===== src/design/obm_pkg.sv =====
package obm_pkg;

  // Default table size and hard limit on entries searched by one match
  localparam int TABLE_DEPTH_DEF = 16;
  localparam int WALK_LIMIT      = 16;

  localparam logic MODE_LOAD  = 1'b0;
  localparam logic MODE_MATCH = 1'b1;

  localparam logic SIDE_BUY  = 1'b0;
  localparam logic SIDE_SELL = 1'b1;

  typedef struct packed {
    logic        mode;
    logic [3:0]  entry_index;
    logic        side;
    logic [15:0] product_id;
    logic [23:0] price;
    logic [15:0] quantity;
  } in_item_t;

  typedef struct packed {
    logic        is_summary;
    logic [3:0]  matched_entry;
    logic [15:0] fill_quantity;
    logic        entry_fulfilled;
    logic [15:0] remaining_quantity;
    logic        order_fulfilled;
    logic        last;
  } out_item_t;

  // One resting order in the table
  typedef struct packed {
    logic        side;
    logic [15:0] product;
    logic [23:0] price;
    logic [15:0] quantity;
  } entry_t;

  // Outcome of testing one resting order against the new order
  typedef struct packed {
    logic        hit;
    logic [15:0] fill;
    logic [15:0] entry_rem;
    logic [15:0] order_rem;
  } fill_res_t;

  typedef enum logic {
    ST_IDLE,
    ST_WALK
  } state_t;

endpackage


===== src/design/obm_table.sv =====
module obm_table #(
  parameter int DEPTH = obm_pkg::TABLE_DEPTH_DEF,
  parameter int AW    = (DEPTH > 1) ? $clog2(DEPTH) : 1
) (
  input  logic                  clk,
  input  logic                  rst,
  input  logic                  we,
  input  logic [AW-1:0]         waddr,
  input  obm_pkg::entry_t       wdata,
  input  logic [AW-1:0]         raddr,
  output obm_pkg::entry_t       rdata
);

  obm_pkg::entry_t  mem [DEPTH];
  logic [DEPTH-1:0] valid;

  // Mark entries written since reset; unwritten entries read as empty
  always_ff @(posedge clk) begin
    if (rst) begin
      valid <= '0;
    end else if (we && (int'(waddr) < DEPTH)) begin
      valid[waddr] <= 1'b1;
    end
  end

  // Write one entry
  always_ff @(posedge clk) begin
    if (we && (int'(waddr) < DEPTH)) begin
      mem[waddr] <= wdata;
    end
  end

  // Registered read
  always_ff @(posedge clk) begin
    if ((int'(raddr) < DEPTH) && valid[raddr]) begin
      rdata <= mem[raddr];
    end else begin
      rdata <= '0;
    end
  end

endmodule


===== src/design/obm_fill.sv =====
module obm_fill (
  input  obm_pkg::entry_t   entry,
  input  logic              ord_side,
  input  logic [15:0]       ord_product,
  input  logic [23:0]       ord_price,
  input  logic [15:0]       ord_rem,
  output obm_pkg::fill_res_t res
);

  logic        price_ok;
  logic [15:0] fill;

  // A buy crosses at or above the resting price, a sell at or below
  assign price_ok = (ord_side == obm_pkg::SIDE_BUY) ? (ord_price >= entry.price)
                                                    : (ord_price <= entry.price);

  assign fill = (ord_rem < entry.quantity) ? ord_rem : entry.quantity;

  // Skip empty entries, same side and other products
  always_comb begin
    res.hit       = (entry.quantity != 16'd0) && (entry.side != ord_side) &&
                    (entry.product == ord_product) && price_ok;
    res.fill      = fill;
    res.entry_rem = entry.quantity - fill;
    res.order_rem = ord_rem - fill;
  end

endmodule


===== src/design/order_book_match_unit.sv =====
// Load beat: taken with no result; busy stays low.
// Match beat: busy from the accepting edge through the walk, which tests one table entry
// a cycle for n = min(entries_in_use, TABLE_DEPTH, 16) entries (fewer once the order is
// filled), and through the summary step that closes it.
// Each result is registered and shows in the cycle after the one that builds it; the summary comes as busy
// falls and the receiver cannot stall. Synchronous reset empties table and entries_in_use.
module order_book_match_unit #(
  parameter int TABLE_DEPTH = obm_pkg::TABLE_DEPTH_DEF
) (
  input  logic                clk,
  input  logic                rst,
  input  logic                start,
  output logic                busy,
  input  obm_pkg::in_item_t   item,
  input  logic                cfg_we,
  input  logic [4:0]          cfg_wdata,
  output logic                result_valid,
  output obm_pkg::out_item_t  result
);

  localparam int AW      = (TABLE_DEPTH > 1) ? $clog2(TABLE_DEPTH) : 1;
  localparam int WALKMAX = (TABLE_DEPTH < obm_pkg::WALK_LIMIT) ? TABLE_DEPTH
                                                               : obm_pkg::WALK_LIMIT;

  obm_pkg::state_t    state, state_next;
  logic [4:0]         entries_in_use;
  logic [4:0]         idx, idx_next;
  logic [4:0]         n_lim, n_lim_next;
  logic               ord_side;
  logic [15:0]        ord_product;
  logic [23:0]        ord_price;
  logic [15:0]        rem, rem_next;
  logic [15:0]        total, total_next;
  logic               emit;
  obm_pkg::out_item_t res_next;
  logic               accept_match;

  logic               tbl_we;
  logic [AW-1:0]      tbl_waddr;
  obm_pkg::entry_t    tbl_wdata;
  logic [AW-1:0]      tbl_raddr;
  obm_pkg::entry_t    tbl_rdata;
  obm_pkg::fill_res_t fres;

  obm_table #(
    .DEPTH (TABLE_DEPTH),
    .AW    (AW)
  ) u_table (
    .clk   (clk),
    .rst   (rst),
    .we    (tbl_we),
    .waddr (tbl_waddr),
    .wdata (tbl_wdata),
    .raddr (tbl_raddr),
    .rdata (tbl_rdata)
  );

  obm_fill u_fill (
    .entry       (tbl_rdata),
    .ord_side    (ord_side),
    .ord_product (ord_product),
    .ord_price   (ord_price),
    .ord_rem     (rem),
    .res         (fres)
  );

  assign busy         = (state != obm_pkg::ST_IDLE);
  assign accept_match = (state == obm_pkg::ST_IDLE) && start &&
                        (item.mode == obm_pkg::MODE_MATCH);

  // Configuration register
  always_ff @(posedge clk) begin
    if (rst) begin
      entries_in_use <= '0;
    end else if (cfg_we) begin
      entries_in_use <= cfg_wdata;
    end
  end

  // Sequencer: next state, table access and result
  always_comb begin
    state_next = state;
    idx_next   = idx;
    n_lim_next = n_lim;
    rem_next   = rem;
    total_next = total;
    emit       = 1'b0;
    res_next   = result;
    tbl_we     = 1'b0;
    tbl_waddr  = AW'(idx);
    tbl_wdata  = tbl_rdata;
    tbl_wdata.quantity = fres.entry_rem;
    tbl_raddr  = AW'(idx + 5'd1);
    case (state)
      obm_pkg::ST_IDLE: begin
        if (start) begin
          if (item.mode == obm_pkg::MODE_MATCH) begin
            state_next = obm_pkg::ST_WALK;
            idx_next   = '0;
            tbl_raddr  = '0;
            rem_next   = item.quantity;
            total_next = '0;
            n_lim_next = (int'(entries_in_use) > WALKMAX) ? 5'(WALKMAX) : entries_in_use;
          end else if (int'(item.entry_index) < TABLE_DEPTH) begin
            tbl_we             = 1'b1;
            tbl_waddr          = AW'(item.entry_index);
            tbl_wdata.side     = item.side;
            tbl_wdata.product  = item.product_id;
            tbl_wdata.price    = item.price;
            tbl_wdata.quantity = item.quantity;
          end
        end
      end
      obm_pkg::ST_WALK: begin
        if ((idx < n_lim) && (rem != 16'd0)) begin
          // Test one entry, fill and write back on a hit
          idx_next = idx + 5'd1;
          if (fres.hit) begin
            tbl_we                      = 1'b1;
            emit                        = 1'b1;
            rem_next                    = fres.order_rem;
            total_next                  = total + fres.fill;
            res_next.is_summary         = 1'b0;
            res_next.matched_entry      = idx[3:0];
            res_next.fill_quantity      = fres.fill;
            res_next.entry_fulfilled    = (fres.entry_rem == 16'd0);
            res_next.remaining_quantity = fres.order_rem;
            res_next.order_fulfilled    = (fres.order_rem == 16'd0);
            res_next.last               = 1'b0;
          end
        end else begin
          // Close the match with the summary beat
          state_next                  = obm_pkg::ST_IDLE;
          emit                        = 1'b1;
          res_next.is_summary         = 1'b1;
          res_next.matched_entry      = '0;
          res_next.fill_quantity      = total;
          res_next.entry_fulfilled    = 1'b0;
          res_next.remaining_quantity = rem;
          res_next.order_fulfilled    = (rem == 16'd0);
          res_next.last               = 1'b1;
        end
      end
      default: begin
        state_next = obm_pkg::ST_IDLE;
      end
    endcase
  end

  // Control registers
  always_ff @(posedge clk) begin
    if (rst) begin
      state        <= obm_pkg::ST_IDLE;
      result_valid <= 1'b0;
    end else begin
      state        <= state_next;
      result_valid <= emit;
    end
  end

  // Walk and order registers
  always_ff @(posedge clk) begin
    idx    <= idx_next;
    n_lim  <= n_lim_next;
    rem    <= rem_next;
    total  <= total_next;
    result <= res_next;
    if (accept_match) begin
      ord_side    <= item.side;
      ord_product <= item.product_id;
      ord_price   <= item.price;
    end
  end

endmodule


===== config.mk =====
export PLATFORM = sky130hd
export DESIGN_NAME = order_book_match_unit
export DESIGN_NICKNAME = d
export VERILOG_FILES = /design/src/design/obm_pkg.sv /design/src/design/obm_table.sv /design/src/design/obm_fill.sv /design/src/design/order_book_match_unit.sv
export SDC_FILE = /design/constraint.sdc
export NUM_CORES = 1
export LEC_CHECK = 0
export BUFFER_PORTS_ARGS = -buffer_cell sky130_fd_sc_hd__buf_4
export CORE_UTILIZATION = 56
export CTS_BUF_LIST = sky130_fd_sc_hd__clkbuf_16
export CTS_CLUSTER_DIAMETER = 30
export DETAILED_ROUTE_END_ITERATION = 7
export PLACE_DENSITY = 0.75
export REMOVE_ABC_BUFFERS = 1
export SYNTH_ARGS = -nofsm -noshare
export SYNTH_HDL_FRONTEND = slang
export SYNTH_SLANG_ARGS = --single-unit
export TNS_END_PERCENT = 20

===== constraint.sdc =====
create_clock -name clk -period 8.2 [get_ports clk]
set_clock_uncertainty 0.05 [all_clocks]
set_input_delay 2.46 -clock clk [delete_from_list [all_inputs] [get_ports clk]]
set_output_delay 2.46 -clock clk [all_outputs]
set_load 0.1 [all_outputs]

* Yosys cells after proc, flatten, opt, wreduce, memory -nomap -nowiden
Memory sizes are Yosys's and may differ from the RTL's. A register that Yosys moved wholly into a read port is not among the register bits.
Index checks and enable logic that the tools add are counted.
** Storage, ports and cells
- Register bits :: 146
- Bits in writable memories :: 912
- Output and inout bits :: 42
- Word-level logic and storage cells :: 101
- Memories :: 1
** Cells by class
- $add $sub $neg :: 4
- $lt $le $gt $ge :: 8
- Eq/ne operators :: 7
- Muxes and demuxes :: 43
- Bitwise logic cells :: 2
- Reductions and logical operators :: 18
** Memories
- u_table.mem :: words 16, bits a word 57, rd ports 1, clocked after Yosys merged registers in 1, wr ports 1, RTL line obm_table.sv:14 : obm_pkg::entry_t mem [DEPTH];
** Operators by type and width (count)
- 2-to-1 mux 57 bit :: 3
- 2-to-1 mux 16 bit :: 9
- case mux 16 bit (2 select lines) :: 2
- zero test 16 bit :: 3
- 2-to-1 mux 40 bit :: 1
- 2-to-1 mux 35 bit :: 1
- nonzero test 16 bit :: 2
- subtractor 16 bit :: 2
- greater-or-equal comparator 24 bit :: 1
- <= comparator 24 bit :: 1
- 2-to-1 mux 4 bit :: 6
- adder 16 bit :: 1
- equality test 16 bit :: 1
- less-than comparator 16 bit :: 1
- bitwise OR 16 bit :: 1
- 2-to-1 mux 5 bit :: 3
- 2-to-1 mux 1 bit :: 13
- less-than comparator 4 x 5 -> 1 bit (second input constant) :: 2
- case mux 5 bit (2 select lines) :: 1
- logical AND 1 bit :: 7
- inequality test 2 bit (second input constant) :: 3
- AND reduction 3 bit :: 2
- adder 5 x 1 -> 5 bit (second input constant) :: 1
- greater-than comparator 5 bit (second input constant) :: 1
- 12 further kinds :: 14

* Longest topological paths before layout
- Depth in word-level cells :: 9
- Depth in mapped cells :: 28
- Depth with buffers taken out :: 22

* Cells and area by module
Synthesis repeated with hierarchy kept, for this count alone.
** Unflattened totals
- Cells, all modules :: 2471
- Area, all modules :: 45718.8 um2
** By module, submodules not included
- obm_table :: instances 1, cells each 1535, area each 35922.0 um2, seq. area each 28847.7 um2
- order_book_match_unit :: instances 1, cells each 442, area each 6526.3 um2, seq. area each 3803.6 um2
- obm_fill :: instances 1, cells each 494, area each 3270.6 um2, seq. area each 0.0 um2

* Least setup slack after synthesis
OpenSTA, ideal clock, no wires.
- Path kind :: input -> register
- Start point :: in item[61] (netlist bit)
- End point :: mem u_table.mem[8][0] (netlist bit) (enable)
- Data arrival time :: 7657 ps
- Data required time :: 7606 ps
- Setup slack :: -52 ps
- Stages :: 4
- Cell sequence :: nor3b_1 -> mux2i_1 -> clkbuf_1 -> nor3_1
** On the way
- Word-level cells in the longest chain between the ends :: 5
- Elaborated cells on any way between the ends :: 8
- Classes of those cells :: 8 x mux
** Ends and longest elaborated chain
- start: declaration :: RTL line order_book_match_unit.sv:14 : input obm_pkg::in_item_t item,
- 2-to-1 mux 1 bit :: RTL line order_book_match_unit.sv:97 : if (item.mode == obm_pkg::MODE_MATCH) begin
- 2-to-1 mux 1 bit :: RTL line order_book_match_unit.sv:96 : if (start) begin
- case mux 1 bit (2 select lines) :: RTL line order_book_match_unit.sv:94 : case (state)
- 2-to-1 mux 1 bit :: RTL line obm_table.sv:28 : if (we && (int'(waddr) < DEPTH)) begin
- 2-to-1 mux 1 bit (not written as such) :: RTL line obm_table.sv:29 : mem[waddr] <= wdata;
- end: declaration :: RTL line obm_table.sv:14
Several ways; a longest one is shown, not always the timed one.

* Final worst setup path
- Start point :: reg, netlist name u_table.rdata[5]
- End point :: reg result[18] (netlist bit), data pin
** On the way
- Word-level cells in the longest chain between the ends :: 5
** Ends and longest elaborated chain
- less-than comparator 16 bit :: RTL line obm_fill.sv:17 : assign fill = (ord_rem < entry.quantity) ? ord_rem : entry.quantity;
- 2-to-1 mux 16 bit :: RTL line obm_fill.sv:17
- subtractor 16 bit * :: RTL line obm_fill.sv:24 : res.entry_rem = entry.quantity - fill;
- zero test 16 bit * :: RTL line order_book_match_unit.sv:126 : res_next.entry_fulfilled = (fres.entry_rem == 16'd0);
- 2-to-1 mux 40 bit * :: RTL line order_book_match_unit.sv:118 : if (fres.hit) begin
- end signal: assignment :: RTL line order_book_match_unit.sv:167 : result <= res_next;
- end: declaration :: RTL line order_book_match_unit.sv:18 : output obm_pkg::out_item_t result
Every way passes the cells marked *; elsewhere a longest branch is shown, timed or not. The select of a mux whose other input is x is not followed.
A chain may end at the register's enable or synchronous reset.

==> metrics.yaml <==
routing:
  vias: 32600
  wire_per_inst_um: 24.2
  ant_nets: 0
  route.detailed.drc: 2
  vias_per_cell: 6.30
  wirelength_mm: 125
  first_pass_iters: 8
  drtIter0Drc: 3357
grt:
  track_usage_pct: 29.0
  grt_pass1_vias: 32400
  grt_pass1_wl_mm: 189
  antenna_found_initial: 0
  grt_start_max_net_pins: 222
  grt-ovfl-total: 0
synthesis:
  syn_area_mm2: 0.0478
  synth.distinct_cells: 83
  synth_edf_count: 1034
  ys_warn_count: 0
  synth_cells: 3751
  synthTopCellsByArea: "edfxtp_1 65%, a211oi_1 5.5%, nand2_1 5.2%, dfxtp_1 3.3%, and2_1 3.2%"
  ys.flop_type: "edfxtp_1"
  synth_area_leader_cell: "edfxtp_1"
  syn_avg_cell_area_um2: 12.7
  async_reset_ff_share_pct: 0
  synth.top_cell.area_share_pct: 64.9
  yosysSeqAreaShare_pct: 68.3
  ys_seq_elements: 1114
placement:
  dp_slack_ps: 1940
  hpwl_mm: 65.7
  place.port_buffers: 112
  place.gp.congestion: 0.969
  placedInstanceArea_mm2: 0.0500
power_and_ir_drop:
  leakage_nw: 19.5
  switching_share_pct: 27.3
  pwr_density_cell_mw_per_mm2: 310
  switching_power_mw: 4.79
  power.clock.fraction_pct: 46.0
  power.internal_mw: 12.8
  p_comb_share_pct: 15.0
  seqPwrFrac_pct: 39.0
  peakVddDrop_uv: 215
worst_setup_path:
  cp_top_family: "simple AND/OR/NAND/NOR gates"
  crit_required_ps: 8760
  cp_common_cell: "ha_1"
  crit_buf_inv: 3
  end_kind: "flip-flop"
  critPathSlowestCell: "buf_4"
  crit_fanout: 54
  worst_setup_path_start_kind: "flip-flop"
  crit_type: "flip-flop to flip-flop"
  worstPathArrival_ps: 6900
  crit_chain: "inv_1 > ha_1 > and3_1 > o311a_1 > o21a_1 > nor3_4 > buf_4 > nand2_1 > o21ai_0 > ha_1 > inv_1 > ha_1 > nor2_1 > o21ai_0 > maj3_1 > mux2_4 > a21o_4 > a22oi_2 > xor2_1 > nand3_1 > or4_1 > nor3_1 > and4b_1"
  slowest_delay_ps: 560
clock_network:
  cts_resized: 0
  insertion_delay_ps: 790
  cts.sinks: 1114
  cts-buffers-inserted: 188
  clockBufferDepth: 3
  clk_pin_slew_ps: 40
  post_cts_buffers: 0
  htree_levels: 4
  cts_tree: "done"
  cts_hold_buf: 0
  cts_root_buffer: "clkbuf_16"
sta:
  max_slew.worst_pin.slew_ps: 1220
  setup_total_negative_slack_ps: 0
  fin_crit_sh_pct: 77.4
  period_needed_ps: 6350
  setup_violations: 0
  fin_ws_ps: 1850
  maxSlewViolCount: 0
  rsz0062_at_grt: "no"
  max_freq_ghz: 0.158
  max_slew_margin_pct: 18.5
  final-hold-violation-count: 0
run:
  max_cap_viol_count: 0
layout:
  final_core_util_pct: 67.4
  num_antenna_cells: 0
  area_delta_synth_final_pct: 18.6
  fin_area_mm2: 0.0567
  drive_gt1_share_pct: 13.9
  fin_nets: 4007
min_path:
  min_path_type: "flip-flop to flip-flop"
die:
  rows: 106
  core_area_mm2: 0.0841
  start_util_pct: 56.9
  io_pins: 113
  fp.dieH_um: 294
  die_width_um: 294
  dieArea_mm2: 0.0866
outcome:
  violations: "DRC"
  run_status: "finished with violations"
==> Yosys cell counts (7+ instances only) <==
master / count
inv_1: 68
xor2_1: 28
o21ai_0: 103
o211ai_1: 8
a211oi_1: 350
buf_1: 11
a311oi_1: 118
o31ai_1: 7
o21a_1: 10
nor3_1: 32
edfxtp_1: 1034
maj3_1: 17
a31oi_1: 134
xnor2_1: 32
nor2b_1: 19
nand2_1: 658
nand3_1: 23
mux2_2: 11
ha_1: 59
dfxtp_1: 80
and2_1: 244
mux2i_1: 20
nor4_1: 15
nand4_1: 20
nor2_1: 120
a21o_1: 15
clkbuf_1: 237
nand2b_1: 23
a21oi_1: 137
==> logic make-up (layout without fill, tap and decap cells) <==
family                     Yosys count  after routing  synth area share, %
buffers and inverters              328            618                 2.65
xor gates and xnor gates            60             60                 1.10
adders and majority gates           76             76                 1.90
muxes                               33             33                0.756
AOI/OAI and AO/OA                  948            948                 13.8
DFF                               1114           1114                 68.3
and+or+nand+nor                   1192           1192                 11.5
==> stage by stage <==
stage	std cells	power, mW	hold WS, ps
floorplan	3493	8.73	377
global placement	4821	9.48	393
detailed placement	4821	9.53	405
CTS	5175	17.6	417
global route	5175	18.1	442
finish	5175	17.6	411
==> worst register-to-register path: cells and delay by family (launching register included) <==
kind                       cells  cell delay (ps)
adders and majority gates      4             1280
muxes                          1              310
xor gates and xnor gates       1              200
buffers and inverters          3              780
DFF                            1              520
AOI/OAI and AO/OA              6             1460
and+or+nand+nor                8             1600
==> state kept, by name (all words and copies together) (netlist names) <==
register / cells
ord_product: 16
u_table.valid: 16
ord_side: 1
ord_price: 24
n_lim: 5
total: 16
busy: 1
rem: 16
u_table.rdata: 57
u_table.mem: 912
result_valid: 1
idx: 5
entries_in_use: 5
result: 39
==> placed cells by master (no fill, tap or decap), types with 17 or more instances in the layout <==
cell type   instances
a211oi_1          350
a21oi_1           136
a311oi_1          118
a31oi_1           134
and2_1            244
buf_4             183
bufinv_16          32
clkbuf_16         189
clkinv_1           24
clkinv_2           28
clkinvlp_4         17
dfxtp_1            80
edfxtp_1         1034
ha_1               59
inv_1              90
maj3_1             17
mux2i_1            20
nand2_1           655
nand2b_1           23
nand3_1            23
nand4_1            20
nor2_1            112
nor2b_1            19
nor3_1             22
o21ai_0            98
xnor2_1            32
xor2_1             28
==> path summary, 6_finish.rpt <==
check / to / cells past startpoint / slack, ps / from
worst max-delay path: result[18]$_SDFFCE_PN0P_ / 23 / 1850 / u_table.rdata[5]$_SDFF_PN0_
worst max register to register: result[18]$_SDFFCE_PN0P_ / 23 / 1850 / u_table.rdata[5]$_SDFF_PN0_
worst min-delay path: u_table.valid[2]$_SDFFE_PP0P_ / 2 / 410 / u_table.valid[2]$_SDFFE_PP0P_
worst min register to register: u_table.valid[2]$_SDFFE_PP0P_ / 2 / 410 / u_table.valid[2]$_SDFFE_PP0P_
==> final cells by class <==
cell class | instances | area (µm²)
clock buffer | 189 | 4730
clock inverter | 165 | 1960
fill | 5761 | 27400
inverter | 70 | 270
multi-input combinational | 2309 | 14100
sequential | 1114 | 32700
tap | 1134 | 1420
timing repair buffer | 194 | 1590
==> per-layer routing <==
layer	track usage, %	up-vias	routed length [µm]
li1	-	14600	-
met4	12.9	0	4470
met1	37.6	16000	49400
met5	0	-	0
met3	4.55	294	9910
met2	48.2	1719	61400
==> power groups by stage <==
stage                     Clock [mW]  Combinational, mW  Sequential [mW]
after floorplan                    0               1.72             7.01
after global placement             0               2.53             6.95
after detailed placement           0               2.57             6.95
after CTS                       8.14               2.61             6.85
after global routing            8.41               2.85             6.86
final                           8.09               2.64             6.85
(Power assumes the default switching activity.)
